$ cat config.mk
export PLATFORM = sky130hd
export DESIGN_NAME = fifo_with_urgent_insert
export DESIGN_NICKNAME = d
export VERILOG_FILES = /design/src/rtl/core/fwui_pkg.sv /design/src/rtl/core/fwui_ram.sv /design/src/rtl/core/fwui_ctrl.sv /design/src/rtl/core/fwui_dp.sv /design/src/rtl/core/fifo_with_urgent_insert.sv
export SDC_FILE = /design/constraint.sdc
export NUM_CORES = 1
export LEC_CHECK = 0
export BUFFER_PORTS_ARGS = -buffer_cell sky130_fd_sc_hd__clkbuf_2
export CAP_MARGIN = 20
export CELL_PAD_IN_SITES_DETAIL_PLACEMENT = 1
export CELL_PAD_IN_SITES_GLOBAL_PLACEMENT = 1
export CORE_MARGIN = 5
export CORE_UTILIZATION = 55
export CTS_BUF_LIST = sky130_fd_sc_hd__clkbuf_8
export CTS_CLUSTER_DIAMETER = 80
export DETAILED_ROUTE_END_ITERATION = 10
export PLACE_DENSITY = 0.87
export SETUP_SLACK_MARGIN = 0.1
export SLEW_MARGIN = 30
export SYNTH_ARGS = -nofsm -noshare
export SYNTH_HDL_FRONTEND = slang
export SYNTH_HIERARCHICAL = 1
export SYNTH_SLANG_ARGS = --single-unit
$ cat constraint.sdc
create_clock -name clk -period 9.1 [get_ports clk]
set_clock_uncertainty 0.2 [all_clocks]
set_input_delay 1.82 -clock clk [delete_from_list [all_inputs] [get_ports clk]]
set_output_delay 1.82 -clock clk [all_outputs]
set_load 0.02 [all_outputs]
$ cat src/rtl/core/fwui_pkg.sv
// ----------------------------------------------------------------------------
// fwui_pkg
// Shared types and constants of the waiting line with urgent insertion.
// ----------------------------------------------------------------------------
package fwui_pkg;

  localparam int DEPTH_DEF    = 16;
  localparam int ID_WIDTH_DEF = 16;
  localparam int IN_ID_W      = 16;
  localparam int OUT_ID_W     = 16;

  typedef enum logic [1:0] {
    KIND_NORMAL  = 2'd0,
    KIND_URGENT  = 2'd1,
    KIND_RELEASE = 2'd2,
    KIND_LIST    = 2'd3
  } kind_t;

  typedef enum logic [1:0] {
    STAT_OK    = 2'd0,
    STAT_EMPTY = 2'd1,
    STAT_FULL  = 2'd2
  } status_t;

  typedef enum logic [2:0] {
    S_IDLE,
    S_DECODE,
    S_URG_MOVE,
    S_URG_SET,
    S_RELEASE,
    S_LIST_RD,
    S_LIST_OUT
  } state_t;

  typedef enum logic {
    RD_HEAD,
    RD_WALK
  } rd_sel_t;

  typedef enum logic [1:0] {
    WR_TAIL,
    WR_HEAD,
    WR_HEAD_M1
  } wr_sel_t;

  typedef struct packed {
    logic    latch_in;
    logic    mem_rd;
    rd_sel_t rd_sel;
    logic    mem_wr;
    wr_sel_t wr_sel;
    logic    wr_from_mem;
    logic    head_inc;
    logic    head_dec;
    logic    cnt_inc;
    logic    cnt_dec;
    logic    walk_load;
    logic    walk_adv;
    logic    out_load;
    status_t out_st;
    logic    out_from_mem;
    logic    out_last;
  } cmd_t;

  typedef struct packed {
    kind_t kind;
    logic  cnt_zero;
    logic  cnt_full;
    logic  remain_one;
    logic  out_free;
  } sts_t;

endpackage

$ cat src/rtl/core/fwui_ram.sv
// ----------------------------------------------------------------------------
// fwui_ram
// Generic single-write, single-read RAM with registered read data.
// ----------------------------------------------------------------------------
module fwui_ram #(
  parameter int WIDTH = 16,
  parameter int DEPTH = 16
) (
  input  logic                     clk,
  input  logic                     wr_en,
  input  logic [$clog2(DEPTH)-1:0] wr_addr,
  input  logic [WIDTH-1:0]         wr_data,
  input  logic                     rd_en,
  input  logic [$clog2(DEPTH)-1:0] rd_addr,
  output logic [WIDTH-1:0]         rd_data
);

  logic [WIDTH-1:0] mem [DEPTH];

  always_ff @(posedge clk) begin
    if (wr_en) begin
      mem[wr_addr] <= wr_data;
    end
    if (rd_en) begin
      rd_data <= mem[rd_addr];
    end
  end

endmodule

$ cat src/rtl/core/fwui_ctrl.sv
// ----------------------------------------------------------------------------
// fwui_ctrl
// Sequencer: decodes each request and steps the datapath through it.
// ----------------------------------------------------------------------------
module fwui_ctrl
  import fwui_pkg::*;
(
  input  logic clk,
  input  logic rst_n,
  input  logic in_valid,
  output logic in_ready,
  input  sts_t sts,
  output cmd_t cmd
);

  state_t state_r, state_nxt;

  always_ff @(posedge clk) begin
    if (!rst_n) begin
      state_r <= S_IDLE;
    end else begin
      state_r <= state_nxt;
    end
  end

  always_comb begin
    state_nxt = state_r;
    cmd       = '0;
    in_ready  = 1'b0;
    unique case (state_r)
      S_IDLE: begin
        in_ready = sts.out_free;
        if (in_valid && sts.out_free) begin
          cmd.latch_in = 1'b1;
          state_nxt    = S_DECODE;
        end
      end
      S_DECODE: begin
        unique case (sts.kind)
          KIND_NORMAL: begin
            cmd.out_load = 1'b1;
            cmd.out_last = 1'b1;
            state_nxt    = S_IDLE;
            if (sts.cnt_full) begin
              cmd.out_st = STAT_FULL;
            end else begin
              cmd.out_st  = STAT_OK;
              cmd.mem_wr  = 1'b1;
              cmd.wr_sel  = WR_TAIL;
              cmd.cnt_inc = 1'b1;
            end
          end
          KIND_URGENT: begin
            priority if (sts.cnt_full) begin
              cmd.out_load = 1'b1;
              cmd.out_last = 1'b1;
              cmd.out_st   = STAT_FULL;
              state_nxt    = S_IDLE;
            end else if (sts.cnt_zero) begin
              cmd.mem_wr   = 1'b1;
              cmd.wr_sel   = WR_HEAD;
              cmd.cnt_inc  = 1'b1;
              cmd.out_load = 1'b1;
              cmd.out_last = 1'b1;
              cmd.out_st   = STAT_OK;
              state_nxt    = S_IDLE;
            end else begin
              cmd.mem_rd = 1'b1;
              cmd.rd_sel = RD_HEAD;
              state_nxt  = S_URG_MOVE;
            end
          end
          KIND_RELEASE: begin
            if (sts.cnt_zero) begin
              cmd.out_load = 1'b1;
              cmd.out_last = 1'b1;
              cmd.out_st   = STAT_EMPTY;
              state_nxt    = S_IDLE;
            end else begin
              cmd.mem_rd = 1'b1;
              cmd.rd_sel = RD_HEAD;
              state_nxt  = S_RELEASE;
            end
          end
          KIND_LIST: begin
            if (sts.cnt_zero) begin
              cmd.out_load = 1'b1;
              cmd.out_last = 1'b1;
              cmd.out_st   = STAT_EMPTY;
              state_nxt    = S_IDLE;
            end else begin
              cmd.walk_load = 1'b1;
              state_nxt     = S_LIST_RD;
            end
          end
          default: state_nxt = S_IDLE;
        endcase
      end
      S_URG_MOVE: begin
        cmd.mem_wr      = 1'b1;
        cmd.wr_sel      = WR_HEAD_M1;
        cmd.wr_from_mem = 1'b1;
        state_nxt       = S_URG_SET;
      end
      S_URG_SET: begin
        cmd.mem_wr   = 1'b1;
        cmd.wr_sel   = WR_HEAD;
        cmd.head_dec = 1'b1;
        cmd.cnt_inc  = 1'b1;
        cmd.out_load = 1'b1;
        cmd.out_last = 1'b1;
        cmd.out_st   = STAT_OK;
        state_nxt    = S_IDLE;
      end
      S_RELEASE: begin
        cmd.out_load     = 1'b1;
        cmd.out_from_mem = 1'b1;
        cmd.out_last     = 1'b1;
        cmd.out_st       = STAT_OK;
        cmd.head_inc     = 1'b1;
        cmd.cnt_dec      = 1'b1;
        state_nxt        = S_IDLE;
      end
      S_LIST_RD: begin
        if (sts.out_free) begin
          cmd.mem_rd = 1'b1;
          cmd.rd_sel = RD_WALK;
          state_nxt  = S_LIST_OUT;
        end
      end
      S_LIST_OUT: begin
        cmd.out_load     = 1'b1;
        cmd.out_from_mem = 1'b1;
        cmd.out_last     = sts.remain_one;
        cmd.out_st       = STAT_OK;
        cmd.walk_adv     = 1'b1;
        state_nxt        = sts.remain_one ? S_IDLE : S_LIST_RD;
      end
      default: state_nxt = S_IDLE;
    endcase
  end

endmodule

$ cat src/rtl/core/fwui_dp.sv
// ----------------------------------------------------------------------------
// fwui_dp
// Datapath: ring store of identifiers, head and count, list walker and
// result word register.
// ----------------------------------------------------------------------------
module fwui_dp
  import fwui_pkg::*;
#(
  parameter int DEPTH    = DEPTH_DEF,
  parameter int ID_WIDTH = ID_WIDTH_DEF
) (
  input  logic                clk,
  input  logic                rst_n,
  input  kind_t               in_kind,
  input  logic [IN_ID_W-1:0]  in_patient_id,
  input  cmd_t                cmd,
  output sts_t                sts,
  input  logic                out_ready,
  output logic                out_valid,
  output logic [OUT_ID_W-1:0] out_entry_id,
  output status_t             out_status,
  output logic                out_last
);

  localparam int PW = $clog2(DEPTH);
  localparam int CW = $clog2(DEPTH + 1);
  localparam logic [PW-1:0] LAST_IDX = PW'(DEPTH - 1);
  localparam logic [PW:0]   DEPTH_X  = (PW + 1)'(DEPTH);
  localparam logic [CW-1:0] DEPTH_C  = CW'(DEPTH);

  logic [PW-1:0]       head_r, walk_r;
  logic [CW-1:0]       cnt_r, remain_r;
  kind_t               kind_r;
  logic [ID_WIDTH-1:0] id_r;
  logic                out_valid_r;
  logic [OUT_ID_W-1:0] out_id_r;
  status_t             out_st_r;
  logic                out_last_r;

  logic [PW-1:0]                head_p1, head_m1, walk_p1, tail_idx;
  logic [PW:0]                  tail_sum, tail_wrap;
  logic [PW-1:0]                wr_addr, rd_addr;
  logic [ID_WIDTH-1:0]          wr_data, rd_data;
  logic [ID_WIDTH+IN_ID_W-1:0]  id_ext;
  logic [ID_WIDTH+OUT_ID_W-1:0] rd_ext;

  assign head_p1   = (head_r == LAST_IDX) ? '0 : head_r + PW'(1);
  assign head_m1   = (head_r == '0) ? LAST_IDX : head_r - PW'(1);
  assign walk_p1   = (walk_r == LAST_IDX) ? '0 : walk_r + PW'(1);
  assign tail_sum  = {1'b0, head_r} + (PW + 1)'(cnt_r);
  assign tail_wrap = (tail_sum >= DEPTH_X) ? tail_sum - DEPTH_X : tail_sum;
  assign tail_idx  = tail_wrap[PW-1:0];

  assign id_ext = {{ID_WIDTH{1'b0}}, in_patient_id};
  assign rd_ext = {{OUT_ID_W{1'b0}}, rd_data};

  always_comb begin
    unique case (cmd.wr_sel)
      WR_TAIL:    wr_addr = tail_idx;
      WR_HEAD:    wr_addr = head_r;
      WR_HEAD_M1: wr_addr = head_m1;
      default:    wr_addr = head_r;
    endcase
  end

  assign wr_data = cmd.wr_from_mem ? rd_data : id_r;
  assign rd_addr = (cmd.rd_sel == RD_WALK) ? walk_r : head_r;

  fwui_ram #(
    .WIDTH (ID_WIDTH),
    .DEPTH (DEPTH)
  ) u_ram (
    .clk     (clk),
    .wr_en   (cmd.mem_wr),
    .wr_addr (wr_addr),
    .wr_data (wr_data),
    .rd_en   (cmd.mem_rd),
    .rd_addr (rd_addr),
    .rd_data (rd_data)
  );

  always_ff @(posedge clk) begin
    if (!rst_n) begin
      head_r      <= '0;
      cnt_r       <= '0;
      walk_r      <= '0;
      remain_r    <= '0;
      out_valid_r <= 1'b0;
    end else begin
      if (cmd.head_inc) begin
        head_r <= head_p1;
      end else if (cmd.head_dec) begin
        head_r <= head_m1;
      end
      if (cmd.cnt_inc) begin
        cnt_r <= cnt_r + CW'(1);
      end else if (cmd.cnt_dec) begin
        cnt_r <= cnt_r - CW'(1);
      end
      if (cmd.walk_load) begin
        walk_r   <= head_r;
        remain_r <= cnt_r;
      end else if (cmd.walk_adv) begin
        walk_r   <= walk_p1;
        remain_r <= remain_r - CW'(1);
      end
      if (cmd.out_load) begin
        out_valid_r <= 1'b1;
      end else if (out_ready) begin
        out_valid_r <= 1'b0;
      end
    end
  end

  always_ff @(posedge clk) begin
    if (cmd.latch_in) begin
      kind_r <= in_kind;
      id_r   <= id_ext[ID_WIDTH-1:0];
    end
    if (cmd.out_load) begin
      out_id_r   <= cmd.out_from_mem ? rd_ext[OUT_ID_W-1:0] : '0;
      out_st_r   <= cmd.out_st;
      out_last_r <= cmd.out_last;
    end
  end

  assign sts.kind       = kind_r;
  assign sts.cnt_zero   = (cnt_r == '0);
  assign sts.cnt_full   = (cnt_r == DEPTH_C);
  assign sts.remain_one = (remain_r == CW'(1));
  assign sts.out_free   = !out_valid_r;

  assign out_valid    = out_valid_r;
  assign out_entry_id = out_id_r;
  assign out_status   = out_st_r;
  assign out_last     = out_last_r;

endmodule

$ cat src/rtl/core/fifo_with_urgent_insert.sv
// ----------------------------------------------------------------------------
// fifo_with_urgent_insert
// Ordered waiting line of identifiers with urgent insertion behind the head.
// ----------------------------------------------------------------------------
// The line lives in a ring of DEPTH entries in a single-port-read RAM with
// registered read data; a head pointer and a count describe it. Requests are
// handled one at a time by a sequencer, and a request is taken only while the
// output register is empty. A normal arrival, a refused arrival and any
// request on an empty line pass through accept and decode, after which the
// result word leaves the output register. A release also waits for the RAM
// read of the head. An urgent arrival into a non-empty line reads the head,
// copies it one slot back, and writes the new entry into its old slot. A list
// costs each entry one RAM read, one load of the result word and the wait for
// that word to leave. A result word that waits on the result side holds up
// the sequencer. The next request is taken in the cycle after the last result
// word is taken.
// ----------------------------------------------------------------------------
module fifo_with_urgent_insert
  import fwui_pkg::*;
#(
  parameter int DEPTH    = DEPTH_DEF,
  parameter int ID_WIDTH = ID_WIDTH_DEF
) (
  input  logic        clk,
  input  logic        rst_n,
  input  logic        in_tvalid,
  output logic        in_tready,
  input  logic [15:0] in_tdata,   // [15:0] patient_id
  input  logic [1:0]  in_tuser,   // [1:0] kind
  output logic        out_tvalid,
  input  logic        out_tready,
  output logic [15:0] out_tdata,  // [15:0] entry_id
  output logic [1:0]  out_tuser,  // [1:0] status
  output logic        out_tlast
);

  cmd_t    cmd;
  sts_t    sts;
  status_t out_st;

  fwui_ctrl u_ctrl (
    .clk      (clk),
    .rst_n    (rst_n),
    .in_valid (in_tvalid),
    .in_ready (in_tready),
    .sts      (sts),
    .cmd      (cmd)
  );

  fwui_dp #(
    .DEPTH    (DEPTH),
    .ID_WIDTH (ID_WIDTH)
  ) u_dp (
    .clk           (clk),
    .rst_n         (rst_n),
    .in_kind       (kind_t'(in_tuser)),
    .in_patient_id (in_tdata),
    .cmd           (cmd),
    .sts           (sts),
    .out_ready     (out_tready),
    .out_valid     (out_tvalid),
    .out_entry_id  (out_tdata),
    .out_status    (out_st),
    .out_last      (out_tlast)
  );

  assign out_tuser = out_st;

  a_ready_out_free: assert property (@(posedge clk) disable iff (!rst_n)
    in_tready |-> !out_tvalid)
    else $error("input taken while a result word is pending");

  a_one_at_a_time: assert property (@(posedge clk) disable iff (!rst_n)
    (in_tvalid && in_tready) |=> (!in_tready && !out_tvalid))
    else $error("sequencer took a request while busy");

  a_zero_id_on_status: assert property (@(posedge clk) disable iff (!rst_n)
    (out_tvalid && (out_tuser != STAT_OK)) |-> (out_tdata == '0) && out_tlast)
    else $error("non-ok result carries an id or is not last");

endmodule

==> results.py <==
metrics = {
    "routing": {
        "route.detailed.drc": 0,
        "vias": 8137,
        "vias_per_cell": 6.73,
        "drt-pass1-iter-count": 6,
        "drt_iter0_drc": 1241,
        "routed_wl_microns": 38900,
        "post_drt_wl_per_cell_microns": 32.2,
        "drtAntennaViolNets": 0,
    },
    "layout": {
        "multi_input_area_sq_um": 3650,
        "fillerInstances": 2117,
        "final_common_cell": "edfxtp_1",
        "drive_above_1_share": 0.249,
        "nets": 885,
        "diodes": 0,
        "finalInstanceArea_sq_um": 15200,
        "regArea_sq_um": 9720,
        "syn2layout_area_growth_pct": 11.5,
        "final_cell_mix": "309 x edfxtp_1, 54 x mux4_2, 53 x clkbuf_8",
    },
    "synth": {
        "yosysWarningCount": 6,
        "ys_seq_area_frac": 0.714,
        "synth.avg_cell_area_sq_um": 17.9,
        "synth_compound_area_frac": 0.0499,
        "synthesis.area_sq_um": 13600,
        "syn_inst": 761,
        "synth_top_family_by_area": "multiplexers",
        "synth.distinct_cells": 63,
        "async_flop_share": 0,
        "yosys_register_bits": 331,
        "synth_ff_type": "edfxtp_1",
        "synth_xor_xnor_area_share": 0.00579,
        "synthMuxAreaShare": 0.124,
        "syn_nets": 803,
        "synth_fa_ha_area_frac": 0.0195,
        "synthSimpleGateAreaFrac": 0.0637,
        "synth_edf_count": 309,
    },
    "pwr": {
        "clockPowerShare": 0.381,
        "vdd_drop_max_mv": 0.120,
        "power.total_w": 0.00304,
        "leakage_nw": 5.08,
        "pwr_density_cell_nw_per_um2": 200,
        "p_seq_frac": 0.566,
        "internal_power_w": 0.00229,
        "p_switching_w": 0.000747,
        "swShare": 0.246,
        "pwr-share-comb": 0.053,
    },
    "timing": {
        "worst_pin_slew_ns": 0.961,
        "period_needed_ns": 4.95,
        "clock.fmax_mhz": 202,
        "hold_violations": 0,
        "period_share": 0.544,
        "drv_slew": 0,
        "hold_slack_ns": 0.418,
        "maxSlewHeadroom": 0.360,
        "grt_setup_unrepaired": "no",
        "fin_tns_setup_ns": 0,
        "setup_viol": 0,
    },
    "global_routing": {
        "grt_first_pass_wirelength_microns": 58000,
        "grt_usage": 0.279,
        "grt_pass1_vias": 8487,
        "gr-total-overflow": 0,
        "grt_max_degree": 65,
        "antenna_found_initial": 0,
    },
    "floorplan": {
        "core_area_sq_um": 24300,
        "pin_count": 43,
        "initial_utilization": 0.559,
        "fp.dieH_microns": 167,
        "fp-row-count": 57,
        "die_x_microns": 167,
        "die-area_sq_um": 28000,
    },
    "place": {
        "port_buffers": 42,
        "place_hpwl_microns": 20800,
        "place.gp.congestion": 0.799,
        "postPlaceCellArea_sq_um": 14300,
    },
    "clocking": {
        "cts_tree": "yes",
        "clockBufferDepth": 3,
        "insertion_delay_ns": 0.59,
        "holdBufCountCts": 0,
        "postCtsSetupRepairBufs": 0,
        "cts-resized-gates": 0,
        "cts_buffers": 52,
        "root_buffer": "clkbuf_8",
        "cts_max_level": 2,
        "clock-sinks": 331,
        "cts.reportedPaths.clkPinSlew_ns": 0.07,
    },
    "worst_setup_path": {
        "cp-end-kind": "register",
        "critPathRequiredTime_ns": 9.37,
        "crit_arrival_ns": 5.22,
        "path_max_fanout": 10,
        "r2r_cells": 12,
        "rrSetupSlack_ns": 4.15,
        "worstSetupStartpointType": "register",
        "critical_path_class": "register to register",
    },
    "job": {
        "drv_cap": 0,
    },
    "run_status": {
        "status": "completed",
    },
    "hold_path": {
        "min_path_type": "register to register",
        "hold_path_depth": 1,
    },
}
==> kinds of logic after synthesis <==
| logic type | after synthesis |
|---|---|
| buffers and inverters | 59 |
| and+or+nand+nor | 158 |
| DFF | 331 |
| xor gates and xnor gates | 9 |
| AOI/OAI and AO/OA | 101 |
| adders and majority gates | 20 |
| muxes | 83 |
==> worst max-delay path, stage by stage (launching register included) <==
cell and delay, ns:
dfxtp_1 0.41, or4_1 0.58, nor2_1 0.61, nand3b_1 0.22, a21oi_1 0.74, a31oi_1 0.19, nor2b_1 0.43, inv_1 0.25
fa_1 0.53, a21o_1 0.20, a21oi_1 0.25, a21oi_1 0.07, nand2b_1 0.15
==> flip-flops by register name (all words and copies together) (netlist names) <==
name,cells
u_dp/u_ram/mem,256
u_dp/id_r,16
u_dp/out_entry_id,16
u_dp/u_ram/rd_data,16
u_dp/cnt_r,5
u_dp/remain_r,5
u_dp/head_r,4
u_dp/walk_r,4
u_ctrl/state_r,3
u_dp/kind_r,2
u_dp/out_status,2
u_dp/out_last,1
u_dp/out_valid,1
==> synthesized netlist by cell type (all sizes together), types with 3 or more instances <==
master	count	area share
edfxtp	309	0.68
mux4	64	0.11
nand2	39	0.011
a22oi	34	0.019
o21ai	31	0.011
and2	27	0.012
nor2	26	0.0072
buf	24	0.013
dfxtp	22	0.032
inv	19	0.0052
ha	18	0.017
nand3	17	0.0066
clkbuf	16	0.0045
mux2	16	0.013
a21oi	9	0.0033
nor3	9	0.0033
nand2b	8	0.0042
nor2b	6	0.0028
nand3b	5	0.0028
nor4b	5	0.0037
xnor2	5	0.0032
a21o	4	0.0022
xor2	4	0.0026
a211o	3	0.0019
and3	3	0.0017
mux2i	3	0.0022
nor4	3	0.0025
o211ai	3	0.0017
==> per-stage QoR <==
| stage | cells | setup WS [ns] | util |
|---|---|---|---|
| 4_1_cts | 1209 | 4.28 | 0.624 |
| 3_5_place_dp | 1113 | 4.66 | 0.586 |
| 3_3_place_gp | 1113 | 4.92 | 0.586 |
| 2_1_floorplan | 761 | 4.74 | - |
| 6_report | 1209 | 4.15 | 0.624 |
| 5_1_grt | 1209 | 3.88 | 0.624 |
==> power groups by stage <==
| stage | registers, W | logic [W] | clock network [W] |
|---|---|---|---|
| 2_1_floorplan | 0.00175 | 0.0000845 | 0 |
| 3_3_place_gp | 0.00175 | 0.000130 | 0 |
| 3_5_place_dp | 0.00175 | 0.000146 | 0 |
| 4_1_cts | 0.00172 | 0.000156 | 0.00118 |
| 5_1_grt | 0.00172 | 0.000167 | 0.00125 |
| 6_report | 0.00172 | 0.000161 | 0.00116 |
==> final cells by class <==
cell class / instances / share of cell area
Tap cell: 324 / 0.0267
Clock buffer: 53 / 0.0481
Multi-Input combinational cell: 371 / 0.241
Sequential cell: 331 / 0.641
Inverter: 19 / 0.00470
Clock inverter: 43 / 0.0123
Timing Repair Buffer: 68 / 0.0270
==> routing by layer <==
| layer | global-route usage | wire length (microns) |
|---|---|---|
| met3 | 0.0641 | 4220 |
| met2 | 0.453 | 19000 |
| met1 | 0.378 | 14200 |
| met4 | 0.0942 | 1480 |
| met5 | 0 | 0 |
==> path summary, 6_finish.rpt <==
check / startpoint / endpoint
max: u_dp/cnt_r[0] / u_dp/cnt_r[4]
min: u_dp/u_ram/rd_data[13] / u_dp/out_entry_id[13]
max reg2reg: u_dp/cnt_r[0] / u_dp/cnt_r[4]
min reg2reg: u_dp/u_ram/rd_data[13] / u_dp/out_entry_id[13]
(Power assumes the default switching activity.)
